==> config.mk <==
export PLATFORM = sky130hd
export DESIGN_NAME = sabb_cross
export DESIGN_NICKNAME = d
export VERILOG_FILES = /design/src/sv/sabb_pkg.sv /design/src/sv/sabb_cross.sv
export SDC_FILE = /design/constraint.sdc
export NUM_CORES = 2
export LEC_CHECK = 0
export BUFFER_PORTS_ARGS = -buffer_cell sky130_fd_sc_hd__buf_2
export CAP_MARGIN = 10
export CORE_MARGIN = 2
export CORE_UTILIZATION = 50
export CTS_CLUSTER_SIZE = 25
export DETAILED_ROUTE_END_ITERATION = 8
export PLACE_DENSITY = 0.66
export SKIP_CTS_REPAIR_TIMING = 1
export SYNTH_ARGS = -nofsm -noshare
export SYNTH_HDL_FRONTEND = slang
export SYNTH_SLANG_ARGS = --single-unit
export TNS_END_PERCENT = 10
==> constraint.sdc <==
create_clock -name clk -period 9.13 [get_ports clk]
set_input_delay 0.913 -clock clk [delete_from_list [all_inputs] [get_ports clk]]
set_output_delay 0.913 -clock clk [all_outputs]
set_load 0.1 [all_outputs]
==> src/sv/sabb_pkg.sv <==
// Shared constants and types for the segment / box overlap pipeline.
// No dependencies; used by sabb_cross and segment_aabb_overlap_test.
package sabb_pkg;

  // Default coordinate width: signed Q8.8
  localparam int COORD_BITS_DEF = 16;

  // Load enables for the pipeline stages inside the cross-axis unit
  typedef struct packed {
    logic s2;
    logic s3;
  } stage_en_t;

endpackage

==> src/sv/sabb_cross.sv <==
// One cross-product axis test of the segment / box separating axis check.
// Two register stages (products, then difference and bound); depends on sabb_pkg.
module sabb_cross #(
  parameter int COORD_BITS = sabb_pkg::COORD_BITS_DEF
) (
  input  logic                         clk,
  input  sabb_pkg::stage_en_t          en,
  input  logic signed [COORD_BITS+1:0] ma,
  input  logic signed [COORD_BITS+1:0] mb,
  input  logic signed [COORD_BITS:0]   da,
  input  logic signed [COORD_BITS:0]   db,
  input  logic        [COORD_BITS-2:0] ea,
  input  logic        [COORD_BITS-2:0] eb,
  output logic                         sep
);

  localparam int DW = COORD_BITS + 1;
  localparam int PW = 2 * COORD_BITS + 3;  // signed m*d product
  localparam int RW = 2 * COORD_BITS;      // unsigned e*|d| product
  localparam int SW = RW + 1;              // bound sum
  localparam int FW = PW + 1;              // product difference
  localparam int XW = FW + 1;              // compare width

  logic        [DW-1:0] da_abs;
  logic        [DW-1:0] db_abs;
  logic signed [PW-1:0] p2_nxt, q2_nxt;
  logic signed [PW-1:0] p2_r, q2_r;
  logic        [RW-1:0] r2a_nxt, r2b_nxt;
  logic        [RW-1:0] r2a_r, r2b_r;
  logic signed [FW-1:0] diff3_nxt, diff3_r;
  logic        [SW-1:0] rhs3_nxt, rhs3_r;
  logic signed [XW-1:0] diff_x, neg_x, rhs_x;

  assign da_abs = da[DW-1] ? DW'(-da) : DW'(da);
  assign db_abs = db[DW-1] ? DW'(-db) : DW'(db);

  assign p2_nxt  = PW'(ma) * PW'(db);
  assign q2_nxt  = PW'(mb) * PW'(da);
  assign r2a_nxt = RW'(ea) * RW'(db_abs);
  assign r2b_nxt = RW'(eb) * RW'(da_abs);

  always_ff @(posedge clk) begin
    if (en.s2) begin
      p2_r  <= p2_nxt;
      q2_r  <= q2_nxt;
      r2a_r <= r2a_nxt;
      r2b_r <= r2b_nxt;
    end
  end

  assign diff3_nxt = FW'(p2_r) - FW'(q2_r);
  assign rhs3_nxt  = SW'(r2a_r) + SW'(r2b_r);

  always_ff @(posedge clk) begin
    if (en.s3) begin
      diff3_r <= diff3_nxt;
      rhs3_r  <= rhs3_nxt;
    end
  end

  // |diff| > rhs, checked on both signs to avoid a serial negate and compare
  assign diff_x = XW'(diff3_r);
  assign neg_x  = -diff_x;
  assign rhs_x  = $signed({{(XW - SW){1'b0}}, rhs3_r});
  assign sep    = (diff_x > rhs_x) || (neg_x > rhs_x);

endmodule

==> results_dict.tcl <==
set metrics [dict create \
    core_area_sq_mm 0.102 \
    port_buffers 103 \
    dr.first_iter.drc_count 2252 \
    avgRoutedWirePerCell_um 17.2 \
    ys_warn_count 0 \
    critPathLaunchType "input pin" \
    setup_viol 0 \
    fin_skew_ps 12.8 \
    grt_pass1_vias 39300 \
    place_congestion 0.915 \
    worstPathArrival_ps 8580 \
    cp_max_fo 6 \
    drive_above_1_share_pct 3.81 \
    grt_pass1_wl_um 200000 \
    clk_pin_slew_ps 60 \
    final_common_cell "inv_1" \
    timing.final.crit_share_pct 90.9 \
    worstSetupEndpointType "flop" \
    synthCells 5504 \
    yosys.cell_types.count 74 \
    synth_flop_cell "edfxtp_1" \
    rsz0062_at_grt "no" \
    cts_sinks 203 \
    slew_viol_final 0 \
    grt_max_degree 70 \
    dp_hpwl_um 98100 \
    fmax_ghz 0.121 \
    cts_max_level 1 \
    cts_tree "built" \
    ys_ff_latch 203 \
    worst-path-buf-inv 6 \
    diodes 0 \
    avgSynthCellArea_sq_um 9.39 \
    fin_tns_setup_ps 0 \
    cts_inserted_buffers 22 \
    slew_headroom_pct 38.2 \
    fp.dieW_um 325 \
    cts_root_buffer "clkbuf_16" \
    seq_area_frac_synth_pct 11.8 \
    vias_per_cell 5.30 \
    drc 0 \
    critPathKind "input pin to flop" \
    hold_path_class "flop to flop" \
    synth_edf_count 203 \
    cp_common_cell "fa_1" \
    syn-cell-area_sq_mm 0.0517 \
    synthArstFlopShare_pct 0 \
    vias 36500 \
    yosysTopAreaCell "fa_1" \
    cp.required_ps 9410 \
    final_cell_mix "1218 x inv_1, 1010 x fa_1, 605 x and2_1, 583 x nand2_1, 501 x ha_1" \
    synthesis.nets 7118 \
    nets 7108 \
    cap_viol_max_count 0 \
    die_h_um 325 \
    area_growth_pct 5.26 \
    slowest_stage "fa_1" \
    clock_latency_ps 520 \
    max_stage_delay_ps 530 \
    yosys-top-cells-area "fa_1 39%, ha_1 12%, edfxtp_1 12%, inv_1 8.8%, and2_1 7.3%" \
    ant_nets 0 \
    tightest_slew_ps 927 \
    status "finished clean" \
    first_pass_iters 6 \
    start_util_pct 50.6 \
    synth.top_cell.area_share_pct 39.1 \
    wirelength_um 118000 \
    grt_usage_pct 23.2 \
    hold_violations 0 \
    pin_count 104 \
    finalCriticalPeriod_ps 8300 \
    gr-total-overflow 0 \
    cts_buffer_depth 3 \
    antenna_found_initial 0 \
    fp-row-count 117 \
    die_area_sq_mm 0.106 \
    crit_family "adder cells" \
]
## cells in the mapped netlist (5+ instances only)
cell type,n
inv_1,1218
fa_1,1010
and2_1,605
nand2_1,583
ha_1,501
edfxtp_1,203
xnor2_1,180
clkbuf_1,171
a21oi_1,153
nor2_1,135
o21ai_0,116
a21o_1,84
xor2_1,56
nand2b_1,55
nor3_1,44
nand3_1,41
nor2b_1,29
o21a_1,29
o21bai_1,25
nand4_1,23
and3_1,22
a211oi_1,19
o31ai_1,16
nor4_1,15
a31oi_1,13
buf_1,12
o211ai_1,11
or2_2,11
or4_1,10
a2111oi_0,8
o41ai_1,8
or3_1,8
a221oi_1,7
o311ai_0,6
and4_1,5
o2111ai_1,5
o31a_1,5
## registers in the layout, indices dropped and copies added (netlist names)
register  flops
rhs3_r       33
diff3_r      36
r2a_r        32
r2b_r        32
q2_r         35
p2_r         35
## worst reg2reg max path, stage by stage, from the launching register on
cell and delay, ps:
edfxtp_1 400, ha_1 190, inv_1 50, fa_1 410, nor2b_1 240, o31ai_1 140
a2111oi_0 620, o2111ai_1 210, a21oi_1 230, o211ai_1 180, a21boi_0 360, or4_1 180
nand3_1 130
## per-layer routing
layer / GRT usage [%] / share of wire, %
met1: 30.6 / 43
met2: 41.6 / 51
met3: 1.94 / 4.0
met4: 4.85 / 2.2
met5: 0 / 0
## logic make-up (layout without fill, tap and decap cells)
family	after synthesis	in the layout	share of synthesized area, %
flops	203	203	11.8
fa+ha+maj	1511	1511	51.3
compound gates	548	548	6.84
xor+xnor	236	236	4.00
buf+inv	1403	1408	10.2
simple gates	1602	1602	15.9
mux	1	1	0.0290
## worst paths after layout
path	startpoint	end	slack [ps]	cells after the start
worst max-delay path	db[1]	r2a_r[25]	830	31
worst min-delay path	r2b_r[0]	rhs3_r[0]	550	1
worst max register to register	r2a_r[0]	rhs3_r[28]	5510	12
worst min register to register	r2b_r[0]	rhs3_r[0]	550	1
## final cells by class
cell class	count	area, sq um
Sequential cell	203	6100
Clock inverter	15	228
Multi-Input combinational cell	3898	40300
Fill cell	9523	47800
Clock buffer	24	579
Timing Repair Buffer	150	875
Inverter	1219	4580
Tap cell	1368	1710
## through the flow
step / hold WS, ps / utilization, % / area (sq um) / std cells / setup WS [ps]
floorplan: 513 / - / 51700 / 5504 / 1000
global placement: 541 / 52.4 / 53600 / 6838 / 409
detailed placement: 536 / 52.4 / 53600 / 6838 / 369
CTS: 563 / 53.2 / 54400 / 6877 / 897
global route: 580 / 53.2 / 54400 / 6877 / 359
finish: 555 / 53.2 / 54400 / 6877 / 832
Power is not shown: default switching activity piles up to over one toggle a cycle in this logic, so the estimate is an artifact.
